--- config.mk ---
export PLATFORM = sky130hd
export DESIGN_NAME = list_marker_scanner
export DESIGN_NICKNAME = d
export VERILOG_FILES = /design/src/rtl/core/lms_pkg.sv /design/src/rtl/core/lms_classify.sv /design/src/rtl/core/list_marker_scanner.sv
export SDC_FILE = /design/constraint.sdc
export NUM_CORES = 1
export LEC_CHECK = 0
export BUFFER_PORTS_ARGS = -buffer_cell sky130_fd_sc_hd__buf_2
export CAP_MARGIN = 30
export CORE_MARGIN = 1.5
export CORE_UTILIZATION = 42
export CTS_BUF_LIST = sky130_fd_sc_hd__clkbuf_8
export CTS_CLUSTER_SIZE = 20
export DETAILED_ROUTE_END_ITERATION = 6
export REMOVE_ABC_BUFFERS = 1
export SLEW_MARGIN = 20
export SYNTH_ARGS = -nofsm -noshare
export SYNTH_HDL_FRONTEND = slang
export SYNTH_SLANG_ARGS = --single-unit
--- constraint.sdc ---
create_clock -name clk -period 17.87 [get_ports clk]
set_clock_uncertainty 0.15 [all_clocks]
set_input_delay 3.574 -clock clk [delete_from_list [all_inputs] [get_ports clk]]
set_output_delay 3.574 -clock clk [all_outputs]
set_load 0.05 [all_outputs]
--- src/rtl/core/lms_pkg.sv ---
// Package for the list marker scanner: character class bundle, marker codes
// and the shared counter limits. No dependencies.
`default_nettype none

package lms_pkg;

    // Marker codes as reported on the result word
    localparam logic [2:0] MK_DASH  = 3'd0;
    localparam logic [2:0] MK_STAR  = 3'd1;
    localparam logic [2:0] MK_PLUS  = 3'd2;
    localparam logic [2:0] MK_DOT   = 3'd3;
    localparam logic [2:0] MK_PAREN = 3'd4;

    // Position counters saturate here
    localparam logic [3:0] CNT_MAX = 4'd15;
    // Padding wider than this falls back to a single column
    localparam logic [3:0] INDENT_LIMIT = 4'd4;

    localparam int unsigned NUM_W = 30;
    localparam int unsigned POS_W = 17;
    localparam int unsigned OFF_W = 16;

    // Classification of one text byte
    typedef struct packed {
        logic       bullet;    // '-', '*', '+'
        logic       digit;     // '0'..'9'
        logic       delim;     // '.', ')'
        logic       space;     // space or tab
        logic       tab;
        logic       blank;     // space, tab, LF, CR
        logic [2:0] code;      // marker code for bullet or delim
        logic [3:0] digit_val;
    } char_class_t;

endpackage

`default_nettype wire

--- src/rtl/core/lms_classify.sv ---
// Byte classifier for the list marker scanner.
// Depends on lms_pkg for the class bundle and marker codes.
`default_nettype none

module lms_classify (
    input  wire logic [7:0]          character,
    output lms_pkg::char_class_t     cls
);

    always_comb
    begin
        cls           = '0;
        cls.digit_val = character[3:0];
        cls.digit     = (character >= 8'h30) && (character <= 8'h39);
        cls.tab       = (character == 8'h09);
        cls.space     = (character == 8'h20) || cls.tab;
        cls.blank     = cls.space || (character == 8'h0A) || (character == 8'h0D);
        case (character)
            8'h2D:
            begin
                cls.bullet = 1'b1;
                cls.code   = lms_pkg::MK_DASH;
            end
            8'h2A:
            begin
                cls.bullet = 1'b1;
                cls.code   = lms_pkg::MK_STAR;
            end
            8'h2B:
            begin
                cls.bullet = 1'b1;
                cls.code   = lms_pkg::MK_PLUS;
            end
            8'h2E:
            begin
                cls.delim = 1'b1;
                cls.code  = lms_pkg::MK_DOT;
            end
            8'h29:
            begin
                cls.delim = 1'b1;
                cls.code  = lms_pkg::MK_PAREN;
            end
            default:
            begin
                cls.code = lms_pkg::MK_DASH;
            end
        endcase
    end

endmodule

`default_nettype wire

--- src/rtl/core/list_marker_scanner.sv ---
// Top level of the list marker scanner: stream handshake, line state and
// result register. Depends on lms_pkg and lms_classify.
`default_nettype none

// list_marker_scanner takes one byte of a text line per input word, starting
// at the scan offset, and on the word flagged tlast returns one result word
// telling whether a Markdown list marker ('-', '*', '+', or up to MAX_DIGITS
// digits then '.' or ')') opens the line, with its code, start number,
// width, content position and padding; a failed match returns all zeros.
// Words without tlast return nothing. The block takes one word every cycle:
// each word passes an input register, one step of classify-and-update logic
// on the line state, and for tlast words a result register, which holds
// the result word while it is valid. Input and result registers decouple
// the sides; input stalls only when a tlast word meets a full, unaccepted
// result register. The line offset is taken from the line's first word
// that carries a character. Tabs advance the padding count to the next
// multiple of TAB_STOP, counted from the marker.

module list_marker_scanner #(
    parameter int unsigned MAX_DIGITS = 9,
    parameter int unsigned TAB_STOP   = 4
) (
    input  wire logic        clk,
    input  wire logic        rst_n,
    // input stream
    input  wire logic        s_tvalid,
    output logic             s_tready,
    input  wire logic [23:0] s_tdata,   // [7:0] character, [23:8] line_offset
    input  wire logic        s_tlast,   // end_of_line
    input  wire logic        s_tuser,   // has_char
    // result stream
    output logic             m_tvalid,
    input  wire logic        m_tready,
    output logic [63:0]      m_tdata,   // [2:0] marker_code, [32:3] list_start,
                                        // [36:33] lead_width,
                                        // [53:37] content_position,
                                        // [56:54] padding, [63:57] zero
    output logic [1:0]       m_tuser    // [0] matched, [1] ordered
);

    localparam int unsigned DCW = $clog2(MAX_DIGITS + 1);
    localparam logic [DCW-1:0] DIG_MAX = DCW'(MAX_DIGITS);
    localparam logic [3:0] TAB_W = 4'(TAB_STOP);

    typedef enum logic [2:0] {
        PH_START,
        PH_DIGITS,
        PH_AFTER,
        PH_SPACES,
        PH_TAIL
    } phase_t;

    // input register
    logic        in_valid_reg;
    logic [7:0]  in_char_reg;
    logic        in_has_reg;
    logic        in_eol_reg;
    logic [15:0] in_off_reg;

    // line state
    phase_t                        phase_reg,       phase_next;
    logic [DCW-1:0]                dcnt_reg,        dcnt_next;
    logic [lms_pkg::NUM_W-1:0]     num_reg,         num_next;
    logic [2:0]                    kind_reg,        kind_next;
    logic                          ordered_reg,     ordered_next;
    logic [3:0]                    consumed_reg,    consumed_next;
    logic [3:0]                    sp_start_reg,    sp_start_next;
    logic [3:0]                    cols_reg,        cols_next;
    logic                          blank_reg,       blank_next;
    logic                          failed_reg,      failed_next;
    logic [lms_pkg::OFF_W-1:0]     offset_reg,      offset_next;

    // result register
    logic        out_valid_reg;
    logic [63:0] out_data_reg,  out_data_next;
    logic [1:0]  out_user_reg,  out_user_next;

    lms_pkg::char_class_t cls;

    logic        advance;
    logic        out_free;
    logic [3:0]  consumed_inc;
    logic [3:0]  tab_rem;
    logic [3:0]  col_add;
    logic [4:0]  col_sum;
    logic [3:0]  cols_adv;
    logic        cols_over;
    logic [lms_pkg::NUM_W-1:0] num_x10;
    logic        ok;
    logic [3:0]  width;
    logic [2:0]  pad;
    logic [lms_pkg::POS_W-1:0] content_pos;

    lms_classify u_classify (
        .character (in_char_reg),
        .cls       (cls)
    );

    // handshake: a non-final word always moves on; a final one needs the
    // result slot
    assign out_free = !out_valid_reg || m_tready;
    assign advance  = in_valid_reg && (!in_eol_reg || out_free);
    assign s_tready = !in_valid_reg || advance;

    assign m_tvalid = out_valid_reg;
    assign m_tdata  = out_data_reg;
    assign m_tuser  = out_user_reg;

    // column advance for one space or tab, relative to the marker
    always_comb
    begin
        tab_rem = cols_reg;
        for (int i = 0; i < 8; i++)
        begin
            if (tab_rem >= TAB_W)
                tab_rem = tab_rem - TAB_W;
        end
        col_add   = cls.tab ? (TAB_W - tab_rem) : 4'd1;
        col_sum   = {1'b0, cols_reg} + {1'b0, col_add};
        cols_adv  = (col_sum > {1'b0, lms_pkg::CNT_MAX}) ? lms_pkg::CNT_MAX : col_sum[3:0];
        cols_over = cols_adv > lms_pkg::INDENT_LIMIT;
    end

    assign consumed_inc = (consumed_reg == lms_pkg::CNT_MAX) ? lms_pkg::CNT_MAX
                                                             : consumed_reg + 4'd1;
    assign num_x10 = {num_reg[lms_pkg::NUM_W-4:0], 3'b000}
                   + {num_reg[lms_pkg::NUM_W-2:0], 1'b0}
                   + {{(lms_pkg::NUM_W-4){1'b0}}, cls.digit_val};

    // one step of the scan on the registered word
    always_comb
    begin
        phase_next    = phase_reg;
        dcnt_next     = dcnt_reg;
        num_next      = num_reg;
        kind_next     = kind_reg;
        ordered_next  = ordered_reg;
        consumed_next = consumed_reg;
        sp_start_next = sp_start_reg;
        cols_next     = cols_reg;
        blank_next    = blank_reg;
        failed_next   = failed_reg;

        // offset is captured on every word of a line up to its first character
        if (phase_reg == PH_START && !failed_reg && consumed_reg == 4'd0)
            offset_next = in_off_reg;
        else
            offset_next = offset_reg;

        if (in_has_reg && !failed_reg)
        begin
            case (phase_reg)
                PH_START:
                begin
                    if (cls.bullet)
                    begin
                        kind_next     = cls.code;
                        ordered_next  = 1'b0;
                        consumed_next = 4'd1;
                        phase_next    = PH_AFTER;
                    end
                    else if (cls.digit)
                    begin
                        num_next      = {{(lms_pkg::NUM_W-4){1'b0}}, cls.digit_val};
                        dcnt_next     = DCW'(1);
                        consumed_next = 4'd1;
                        phase_next    = PH_DIGITS;
                    end
                    else
                    begin
                        failed_next = 1'b1;
                    end
                end
                PH_DIGITS:
                begin
                    if (cls.digit && dcnt_reg < DIG_MAX)
                    begin
                        num_next      = num_x10;
                        dcnt_next     = dcnt_reg + DCW'(1);
                        consumed_next = consumed_inc;
                    end
                    else if (cls.delim)
                    begin
                        kind_next     = cls.code;
                        ordered_next  = 1'b1;
                        consumed_next = consumed_inc;
                        phase_next    = PH_AFTER;
                    end
                    else
                    begin
                        failed_next = 1'b1;
                    end
                end
                PH_AFTER:
                begin
                    if (cls.space)
                    begin
                        sp_start_next = consumed_reg;
                        cols_next     = cols_adv;
                        consumed_next = consumed_inc;
                        phase_next    = cols_over ? PH_TAIL : PH_SPACES;
                    end
                    else
                    begin
                        failed_next = 1'b1;
                    end
                end
                PH_SPACES:
                begin
                    if (cls.space)
                    begin
                        cols_next     = cols_adv;
                        consumed_next = consumed_inc;
                        if (cols_over)
                            phase_next = PH_TAIL;
                    end
                    else
                    begin
                        phase_next = PH_TAIL;
                        if (!cls.blank)
                            blank_next = 1'b0;
                    end
                end
                default:
                begin
                    if (!cls.blank)
                        blank_next = 1'b0;
                end
            endcase
        end

        // result of the line, from the updated state
        ok = !failed_next && (phase_next == PH_AFTER || phase_next == PH_SPACES ||
                              phase_next == PH_TAIL);
        if (phase_next == PH_AFTER)
        begin
            width = consumed_next;
            pad   = 3'd0;
        end
        else if (blank_next || cols_next > lms_pkg::INDENT_LIMIT)
        begin
            // blank rest or wide spacing: content starts one past the marker
            width = (sp_start_next == lms_pkg::CNT_MAX) ? lms_pkg::CNT_MAX
                                                        : sp_start_next + 4'd1;
            pad   = 3'd1;
        end
        else
        begin
            width = consumed_next;
            pad   = cols_next[2:0];
        end
        content_pos = {1'b0, offset_next} + {{(lms_pkg::POS_W-4){1'b0}}, width};

        if (ok)
        begin
            out_data_next = {7'd0, pad, content_pos, width, num_next, kind_next};
            out_user_next = {ordered_next, 1'b1};
        end
        else
        begin
            out_data_next = '0;
            out_user_next = '0;
        end

        // end of line returns the per-line state to its start values
        if (in_eol_reg)
        begin
            phase_next    = PH_START;
            dcnt_next     = '0;
            num_next      = '0;
            kind_next     = '0;
            ordered_next  = 1'b0;
            consumed_next = '0;
            sp_start_next = '0;
            cols_next     = '0;
            blank_next    = 1'b1;
            failed_next   = 1'b0;
        end
    end

    always_ff @(posedge clk or negedge rst_n)
    begin
        if (!rst_n)
        begin
            in_valid_reg  <= 1'b0;
            in_char_reg   <= '0;
            in_has_reg    <= 1'b0;
            in_eol_reg    <= 1'b0;
            in_off_reg    <= '0;
            phase_reg     <= PH_START;
            dcnt_reg      <= '0;
            num_reg       <= '0;
            kind_reg      <= '0;
            ordered_reg   <= 1'b0;
            consumed_reg  <= '0;
            sp_start_reg  <= '0;
            cols_reg      <= '0;
            blank_reg     <= 1'b1;
            failed_reg    <= 1'b0;
            offset_reg    <= '0;
            out_valid_reg <= 1'b0;
            out_data_reg  <= '0;
            out_user_reg  <= '0;
        end
        else
        begin
            if (s_tvalid && s_tready)
            begin
                in_valid_reg <= 1'b1;
                in_char_reg  <= s_tdata[7:0];
                in_has_reg   <= s_tuser;
                in_eol_reg   <= s_tlast;
                in_off_reg   <= s_tdata[23:8];
            end
            else if (advance)
            begin
                in_valid_reg <= 1'b0;
            end

            if (advance)
            begin
                phase_reg    <= phase_next;
                dcnt_reg     <= dcnt_next;
                num_reg      <= num_next;
                kind_reg     <= kind_next;
                ordered_reg  <= ordered_next;
                consumed_reg <= consumed_next;
                sp_start_reg <= sp_start_next;
                cols_reg     <= cols_next;
                blank_reg    <= blank_next;
                failed_reg   <= failed_next;
                offset_reg   <= offset_next;
            end

            if (advance && in_eol_reg)
            begin
                out_valid_reg <= 1'b1;
                out_data_reg  <= out_data_next;
                out_user_reg  <= out_user_next;
            end
            else if (m_tready)
            begin
                out_valid_reg <= 1'b0;
            end
        end
    end

endmodule

`default_nettype wire
==> run summary, run 1 <==
Synth area leader - dfrtp_1
Clock Tree Root - clkbuf_8
Share of async-settable or async-resettable flops after synthesis - 100%
Compound-cell area share of the yosys netlist - 21.8%
Fillers - 2132
Largest register FFs - 57
Post-DP Area - 0.0102 sq mm
Final setup viols - 0
Clock slew at the register clock pins of the worst setup and hold paths - 0.10 ns
Sequential cell area - 0.00396 sq mm
Critical path class - in2out
Area grow syn2layout - 11.2%
Post-layout util - 47.4%
Seq cells post-synth - 158
Buffer count from post-CTS setup fixing - 0
Post-synthesis simple-gate area fraction - 14.0%
Ys flop type - dfrtp_1
Largest family of logic cells by synthesized area - compound AO/OA/AOI/OAI gates
Slew @ Worst Pin - 0.850 ns
Design Area, Final - 0.0107 sq mm
Seq/Total Area, Yosys - 41.3%
CTS tree - done
Post-synth EDFFs - 0
Avg Cell Area, Syn - 9.70 sq um
Hold WC Path Type - reg2reg
Max_cap viols - 0
Xor/xnor share of the synthesized area - 3.73%
Die H - 154 um
Final wirelength - 23700 um
Vias - 7740
Period utilization - 44.6%
Hold Fails Final Rpt - 0
Routability-driven placement congestion ratio - 0.829
Setup crit end kind - output port
Final nets - 1161
Worst Slack Setup Final - 9.90 ns
Clk buf depth - 2
Minimum clock period after layout - 7.97 ns
Setup tns final - 0 ns
RSZ-0062 raised after global routing - false
Total gr overflow - 0
Top Ports - 98
Synth Warn # - 0
WP data arrival - 4.24 ns
Status - finished, final reports clean
Setup WS pre-CTS - 9.90 ns
Clk sinks - 158
Initial drt markers - 517
Global-route wire length before repair - 38900 um
Vias per cell - 5.71
Initial antenna violation count - 1
Hold bufs inserted after CTS - 0
Largest cells by area after synthesis - dfrtp_1, ha_1, nand2_1
Largest net degree at the start of global routing - 103
Fin cells - 1355
Mapped cell area - 0.00959 sq mm
Antenna cells - 0
Initial core utilization - 42.6%
Most frequent CP cell - buf_2
Worst path max stage delay - 0.26 ns
Synth cell count leaders - dfrtp_1, nand2_1, ha_1, o21ai_0, nor2_1
Most frequent cell after synthesis - dfrtp_1
Total Routing Usage GR - 20.4%
Worst Setup Start Kind - input pin
Crit-path cells - buf_2, nor2b_1, nand3_1, buf_2
Pwr Total - 0.897 mW
Post-cts resize count - 0
Skew-Pair Late Insertion Delay - 0.46 ns
Mux cell area share after synthesis - 5.61%
Critical path data required time - 14.15 ns
Hpwl dp - 16200 um
Number of H-tree levels - 4
Lkg Pwr - 5.16 nW
Fmax - 126 MHz
Rel. slew slack - 43.1%
Distinct cells, synth - 79
Drt first pass iters - 7
Share of layout cells above drive strength 1 - 17.1%
Slew Viols, Final - 0
Hold WS - 0.328 ns
Synth Area in Adders - 9.89%
DRC Markers - 0
Core box area - 0.0225 sq mm
Vias in the first global route - 7527
Num CTS Buffers - 17
Placed Cells - 1321
Die area - 0.0237 sq mm
Mapped Cells - 988
Power per cell area - 84.2 mW/mm^2
Port Buffers - 90
CP max stage cell - buf_2
Multi-input logic area - 0.00531 sq mm
ANT nets after route - 0
Row cnt - 55
Chip width - 154 um
CP Max Fanout - 3
Drt wl/cell - 17.5 um
VDD IR-drop max - 0.0484 mV
Synth top area share - 41.0%
[cells in the final DEF, fill, tap and decap left out, types with 6 or more instances in the layout]
cell type | synthesis | final
a211oi_1 | 6 | 6
inv_6 | 0 | 6
conb_1 | 1 | 7
nor2b_1 | 7 | 7
a21oi_1 | 47 | 47
a32oi_1 | 6 | 6
nor2_1 | 54 | 54
o21ai_1 | 30 | 30
xnor2_1 | 28 | 28
ha_1 | 71 | 71
a21o_1 | 20 | 20
dfrtp_1 | 157 | 157
a22oi_1 | 18 | 18
nand2b_1 | 12 | 12
a31oi_1 | 6 | 6
a41oi_1 | 8 | 8
nor3_1 | 11 | 11
a32o_1 | 21 | 21
clkbuf_8 | 0 | 17
buf_2 | 10 | 89
mux2_2 | 30 | 30
a22o_1 | 35 | 35
nand4_1 | 8 | 8
inv_1 | 23 | 23
nand3_1 | 17 | 17
o21ai_0 | 62 | 62
o21a_1 | 7 | 7
mux2i_1 | 20 | 20
buf_4 | 7 | 10
nand2_1 | 126 | 124
xor2_1 | 11 | 11
o22ai_1 | 7 | 7
[area by class of cell]
cell class                      count  area share [%]
Multi-Input combinational cell    755            49.8
Sequential cell                   158            37.1
Timing Repair Buffer              102            5.35
Tap cell                          285            3.35
Clock buffer                       17            2.19
Clock inverter                     15            1.40
Inverter                           23           0.810
[report_power, final]
group / switching, mW / internal, mW / leakage (nW) / total [mW]
clock: 0.152 / 0.114 / 0.179 / 0.265
sequential: 0.0297 / 0.386 / 2.10 / 0.416
combinational: 0.135 / 0.0807 / 2.89 / 0.216
[cell families after synthesis]
| family | count (synthesis) |
|---|---|
| mux | 50 |
| buf+inv | 81 |
| compound gates | 306 |
| flops | 158 |
| simple gates | 278 |
| other cells | 1 |
| xor+xnor | 40 |
| fa+ha+maj | 74 |
[metal layers]
layer  track usage [%]  share of wire (%)  vias up
li1                  -                  -     3753
met1              28.6                 49     3812
met2              32.6                 45      157
met3              3.97                4.5       16
met4              4.44               0.75        2
met5                 0              0.042        -
[final timing paths]
path	from	to	slack, ns	cells past startpoint
worst max-delay path	m_tready	s_tready	9.90	4
worst min-delay path	blank_reg	blank_reg	0.33	2
worst max register to register	cols_reg[2]	m_tdata[51]	11.16	28
worst min register to register	blank_reg	blank_reg	0.33	2
max in group asynchronous	rst_n	m_tdata[4]	13.66	2
min in group asynchronous	rst_n	m_tdata[12]	2.86	1
[worst max-delay path, delay by kind of cell]
kind          cells  cell delay (ns)
buf+inv           2             0.35
simple gates      2             0.31
Note: power is estimated with default switching activity, not from simulation.
==> run 2: changes to the inputs <==
==> constraint.sdc (replaced) <==
create_clock -name clk -period 8.2 [get_ports clk]
set_clock_uncertainty 0.15 [all_clocks]
set_input_delay 1.64 -clock clk [delete_from_list [all_inputs] [get_ports clk]]
set_output_delay 1.64 -clock clk [all_outputs]
set_load 0.05 [all_outputs]
==> run 2 against run 1 <==
Combinational power up 120%. First-iteration DRC count grew 13%. Hold slack improved by 0.00051 ns. Clock power is 120% higher. Sequential power rose by 120%.
==> run summary, run 2 (synthesis gave the netlist of run 1 again) <==
Clk sinks - 158
Area grow syn2layout - 11.4%
Final wirelength - 24100 um
Setup tns final - 0 ns
Vias in the first global route - 7590
ANT nets after route - 0
Final setup viols - 0
WP data arrival - 7.01 ns
Largest register FFs - 57
Num CTS Buffers - 17
Setup crit end kind - register
Worst Setup Start Kind - register
Slew Viols, Final - 0
Critical path data required time - 8.45 ns
Port Buffers - 90
VDD IR-drop max - 0.105 mV
Commonest non-fill, non-tap cell in the layout - dfrtp_1
Initial core utilization - 42.6%
Hold WS - 0.329 ns
Critical path class - reg2reg
Global-route wire length before repair - 40100 um
Minimum clock period after layout - 6.76 ns
Top Ports - 98
RSZ-0062 raised after global routing - false
Worst Slack Setup Final - 1.44 ns
Fin cells - 1355
Hold Fails Final Rpt - 0
Clk buf depth - 2
Hold depth - 2
FF-to-FF path depth - 28
CP Max Fanout - 9
WHS Endpoint - blank_reg
Skew-Pair Late Insertion Delay - 0.48 ns
Lkg Pwr - 5.18 nW
Total Routing Usage GR - 21.2%
Drt first pass iters - 5
Worst min-delay path startpoint - blank_reg
Clock slew at the register clock pins of the worst setup and hold paths - 0.11 ns
Hold WC Path Type - reg2reg
Clock Tree Root - clkbuf_8
Status - finished, final reports clean
Fillers - 2120
Slew @ Worst Pin - 0.880 ns
Rel. slew slack - 41.3%
Die H - 154 um
Number of H-tree levels - 4
Hpwl dp - 16700 um
Post-layout util - 47.5%
Sequential cell area - 0.00396 sq mm
Row cnt - 55
Pwr Total - 1.98 mW
Post-cts resize count - 0
Max_cap viols - 0
Fmax - 148 MHz
Multi-input logic area - 0.00531 sq mm
Period utilization - 82.5%
Critical R2R Launch - cols_reg[2]
Vias per cell - 5.79
Design Area, Final - 0.0107 sq mm
Flop2flop setup slack - 1.44 ns
Chip width - 154 um
Buffer count from post-CTS setup fixing - 0
Worst path max stage delay - 0.49 ns
CP max stage cell - dfrtp_1
Post-DP Area - 0.0102 sq mm
Largest net degree at the start of global routing - 96
Placed Cells - 1321
Share of layout cells above drive strength 1 - 17.1%
Most frequent CP cell - ha_1
CTS tree - done
Hold bufs inserted after CTS - 0
Commonest non-fill, non-tap cells in the layout - dfrtp_1, nand2_1, buf_2, ha_1, o21ai_0
Total gr overflow - 0
Vias - 7843
Power per cell area - 185 mW/mm^2
Drt wl/cell - 17.8 um
Die area - 0.0237 sq mm
Initial drt markers - 584
Crit Reg-Reg Endpoint - m_tdata[51]
DRC Markers - 0
Initial antenna violation count - 1
Setup WS pre-CTS - 1.46 ns
Antenna cells - 0
Final nets - 1161
Core box area - 0.0225 sq mm
Routability-driven placement congestion ratio - 0.845
run 2: cell count changes in the layout (fill, tap and decap cells not counted):
cell,change
a21oi_2,+1
bufinv_16,-1
clkinvlp_4,-4
buf_6,-1
nand2_1,+1
inv_8,+5
a21oi_1,-1
inv_6,-4
clkinv_4,+1
nand2_2,-1
clkinv_8,+3
buf_8,+1
run 2: worst max-delay path by stage:
| stage | from | end | slack [ns] | cells after the start |
|---|---|---|---|---|
| global route | cols_reg[2] | m_tdata[51] | 0.98 | 28 |
| finish | cols_reg[2] | m_tdata[51] | 1.44 | 28 |
| CTS | cols_reg[2] | m_tdata[51] | 1.44 | 28 |
| global placement | cols_reg[2] | m_tdata[51] | 1.70 | 28 |
| detailed placement | cols_reg[2] | m_tdata[51] | 1.46 | 28 |
| floorplan | cols_reg[2] | m_tdata[51] | 2.06 | 28 |
run 2: report_power, final:
group	internal, mW	switching [mW]	total, mW	leakage, nW
clock network	0.232	0.360	0.591	0.201
registers	0.841	0.0632	0.905	2.10
logic	0.178	0.301	0.479	2.89
total	1.25	0.724	1.98	5.18
run 2: layout make-up:
type	count	share of cell area, %
clock inverters	15	1.57
inverters	23	0.808
clock buffers	17	2.19
repair buffers	102	5.38
multi-input cells	755	49.7
flip-flops and latches	158	37.0
well taps	285	3.34
run 2: metal layers:
metal | track usage, % | wire, um | up-vias
met4 | 5.73 | 323 | 2
met2 | 32.8 | 11000 | 168
met3 | 3.64 | 1120 | 29
met1 | 30.5 | 11600 | 3875
met5 | 0 | 13 | -
li1 | - | - | 3769
run 2: critical path: cells and delay by family (launching register included):
family	cells	cell delay [ns]
xor gates and xnor gates	2	0.28
adders and majority gates	6	1.66
muxes	1	0.30
and+or+nand+nor	9	2.02
DFF	1	0.49
AOI/OAI and AO/OA	10	1.80
==> run 3: changes to the inputs <==
--- a/config.mk
+++ b/config.mk
@@ -5,6 +5,7 @@
 export SDC_FILE = /design/constraint.sdc
 export NUM_CORES = 1
 export LEC_CHECK = 0
+export ABC_AREA = 1
 export BUFFER_PORTS_ARGS = -buffer_cell sky130_fd_sc_hd__buf_2
 export CAP_MARGIN = 30
 export CORE_MARGIN = 1.5
==> constraint.sdc (replaced) <==
create_clock -name clk -period 6.4 [get_ports clk]
set_clock_uncertainty 0.15 [all_clocks]
set_input_delay 1.28 -clock clk [delete_from_list [all_inputs] [get_ports clk]]
set_output_delay 1.28 -clock clk [all_outputs]
set_load 0.05 [all_outputs]
==> run 3 against run 2 <==
Non-clock buffer count did not move. Combinational power is 140% higher. Clock-buffer cell count did not move. Maximum frequency rose by 15%. Sequential share of layout area is 2.1 points lower. Critical path type unchanged. Highest routed layer is now met4. Final area increased by 6.1%. Die area is 5.8% higher. First-iteration DRC count up 13%. Largest power group unchanged.
==> run summary, run 3 <==
Status - finished, final reports clean
Psw - 1.40 mW
Port Buffers - 90
WP data arrival - 6.10 ns
Synth Warn # - 0
Combinational Power Share - 37.4%
Drt first pass iters - 5
ANT nets after route - 0
Period utilization - 92.3%
Worst Setup Start Kind - register
Area grow syn2layout - 11.7%
Critical path class - reg2reg
Top Ports - 98
Number of H-tree levels - 4
Most frequent cell after synthesis - nand2_1
Avg Cell Area, Syn - 7.49 sq um
Slew Viols, Final - 0
Largest net degree at the start of global routing - 83
VDD IR-drop max - 0.196 mV
Clock slew at the register clock pins of the worst setup and hold paths - 0.10 ns
Skew-Pair Late Insertion Delay - 0.47 ns
Critical path data required time - 6.59 ns
Seq/Total Area, Yosys - 39.0%
Die area - 0.0251 sq mm
Vias in the first global route - 8792
Synth top area share - 38.7%
Synth area leader - dfrtp_1
Hpwl dp - 19900 um
Initial antenna violation count - 0
CP max stage cell - dfrtp_2
Largest register FFs - 57
Row cnt - 56
Pint - 1.73 mW
Num CTS Buffers - 17
Distinct cells, synth - 54
Power share of the clock group - 24.2%
Drt wl/cell - 15.4 um
Hold bufs inserted after CTS - 0
Seq cells post-synth - 158
Fillers - 2402
Fmax - 169 MHz
Clk buf depth - 2
Commonest non-fill, non-tap cell in the layout - nand2_1
Rel. slew slack - 39.3%
Mapped cell area - 0.0102 sq mm
Share of layout cells above drive strength 1 - 12.8%
Mapped Cells - 1355
CTS tree - done
CP Max Fanout - 6
Setup WS pre-CTS - 0.235 ns
Initial drt markers - 662
Total gr overflow - 0
Most frequent CP cell - nand2_1
Global-route wire length before repair - 45000 um
Hold WC Path Type - reg2reg
Minimum clock period after layout - 5.90 ns
Hold Fails Final Rpt - 0
Largest cells by area after synthesis - dfrtp_1, nand2_1, ha_1
Initial core utilization - 43.0%
Total Routing Usage GR - 23.0%
Max_cap viols - 0
Commonest non-fill, non-tap cells in the layout - nand2_1, inv_1, dfrtp_1, o21ai_0, nor2_1
Worst path max stage delay - 0.43 ns
Vias per cell - 5.20
Post-DP Area - 0.0109 sq mm
Core box area - 0.0236 sq mm
Clk sinks - 158
Antenna cells - 0
Final nets - 1543
Worst Slack Setup Final - 0.495 ns
Post-synth EDFFs - 0
FF-to-FF path depth - 36
Hold depth - 2
Vias - 9216
Power per cell area - 276 mW/mm^2
Design Area, Final - 0.0113 sq mm
Chip width - 158 um
Routability-driven placement congestion ratio - 0.928
Seq pwr share - 38.4%
Slew @ Worst Pin - 0.910 ns
Final setup viols - 0
Share of async-settable or async-resettable flops after synthesis - 100%
Setup crit end kind - register
Switching Share - 44.8%
Clock Tree Root - clkbuf_8
Final wirelength - 27300 um
Die H - 158 um
Lkg Pwr - 5.79 nW
Pwr Total - 3.13 mW
Synth cell count leaders - nand2_1, inv_1, dfrtp_1, o21ai_0, nor2_1
Ys flop type - dfrtp_1
DRC Markers - 0
[run 3: cell types whose count changed after synthesis, moves of 33 or more]
cell,delta
a22o_1,-33
o21ai_0,+59
nand3_1,+39
nor2_1,+44
inv_1,+138
nand2_1,+225
[run 3: cells by family after synthesis]
group           share of synthesized area [%]
flops                                    39.0
other cells                            0.0369
simple gates                             24.0
xor+xnor                                 1.81
buf+inv                                  8.40
fa+ha+maj                                9.34
mux                                      1.22
compound gates                           16.2
[run 3: final timing paths]
check	start	endpoint	slack [ns]
worst max-delay path	cols_reg[3]	m_tdata[45]	0.50
worst min-delay path	m_tdata[17]	m_tdata[17]	0.33
worst max register to register	cols_reg[3]	m_tdata[45]	0.50
worst min register to register	m_tdata[17]	m_tdata[17]	0.33
max in group asynchronous	rst_n	cols_reg[3]	4.11
min in group asynchronous	rst_n	m_tdata[31]	0.69
[run 3: timing repair]
action                     in CTS  in global routing
gates resized for setup         0                  6
buffers inserted                0                  3
setup endpoints to repair       0                 12
[run 3: critical path: cells and delay by family, from the launching register on]
| family | cells | cell delay (ns) |
|---|---|---|
| and+or+nand+nor | 20 | 2.05 |
| adders and majority gates | 6 | 1.71 |
| AOI/OAI and AO/OA | 7 | 0.98 |
| DFF | 1 | 0.43 |
| xor gates and xnor gates | 2 | 0.33 |
| buffers and inverters | 1 | 0.11 |
[run 3: routing by layer]
| layer | wire (um) | track usage (%) |
|---|---|---|
| met1 | 13100 | 31.6 |
| met4 | 463 | 6.94 |
| met5 | 0 | 0 |
| met3 | 1510 | 4.90 |
| met2 | 12200 | 36.2 |
[run 3: power by group through the flow]
stage	combinational [mW]	clock [mW]	sequential [mW]
final	1.17	0.757	1.20
after floorplan	0.691	0	1.36
after global placement	1.16	0	1.22
after detailed placement	1.17	0	1.22
after global routing	1.32	0.824	1.21
after CTS	1.17	0.785	1.20
[run 3: stage by stage]
stage	util [%]	hold WS (ns)	TNS, ns	std cells
after floorplan	-	0.303	0	1318
final	48.0	0.330	0	1771
after detailed placement	46.1	0.310	0	1736
after CTS	47.8	0.336	0	1768
after global placement	46.1	0.307	0	1736
after global routing	48.0	0.365	-0.0147	1771
[run 3: final cells by class]
| class | count | area, sq um | area share, % |
|---|---|---|---|
| clock buffers | 17 | 234 | 2.06 |
| clock inverters | 15 | 170 | 1.50 |
| inverters | 171 | 644 | 5.68 |
| multi-input cells | 989 | 5390 | 47.5 |
| flip-flops and latches | 158 | 3960 | 34.9 |
| well taps | 319 | 399 | 3.52 |
| repair buffers | 102 | 547 | 4.82 |
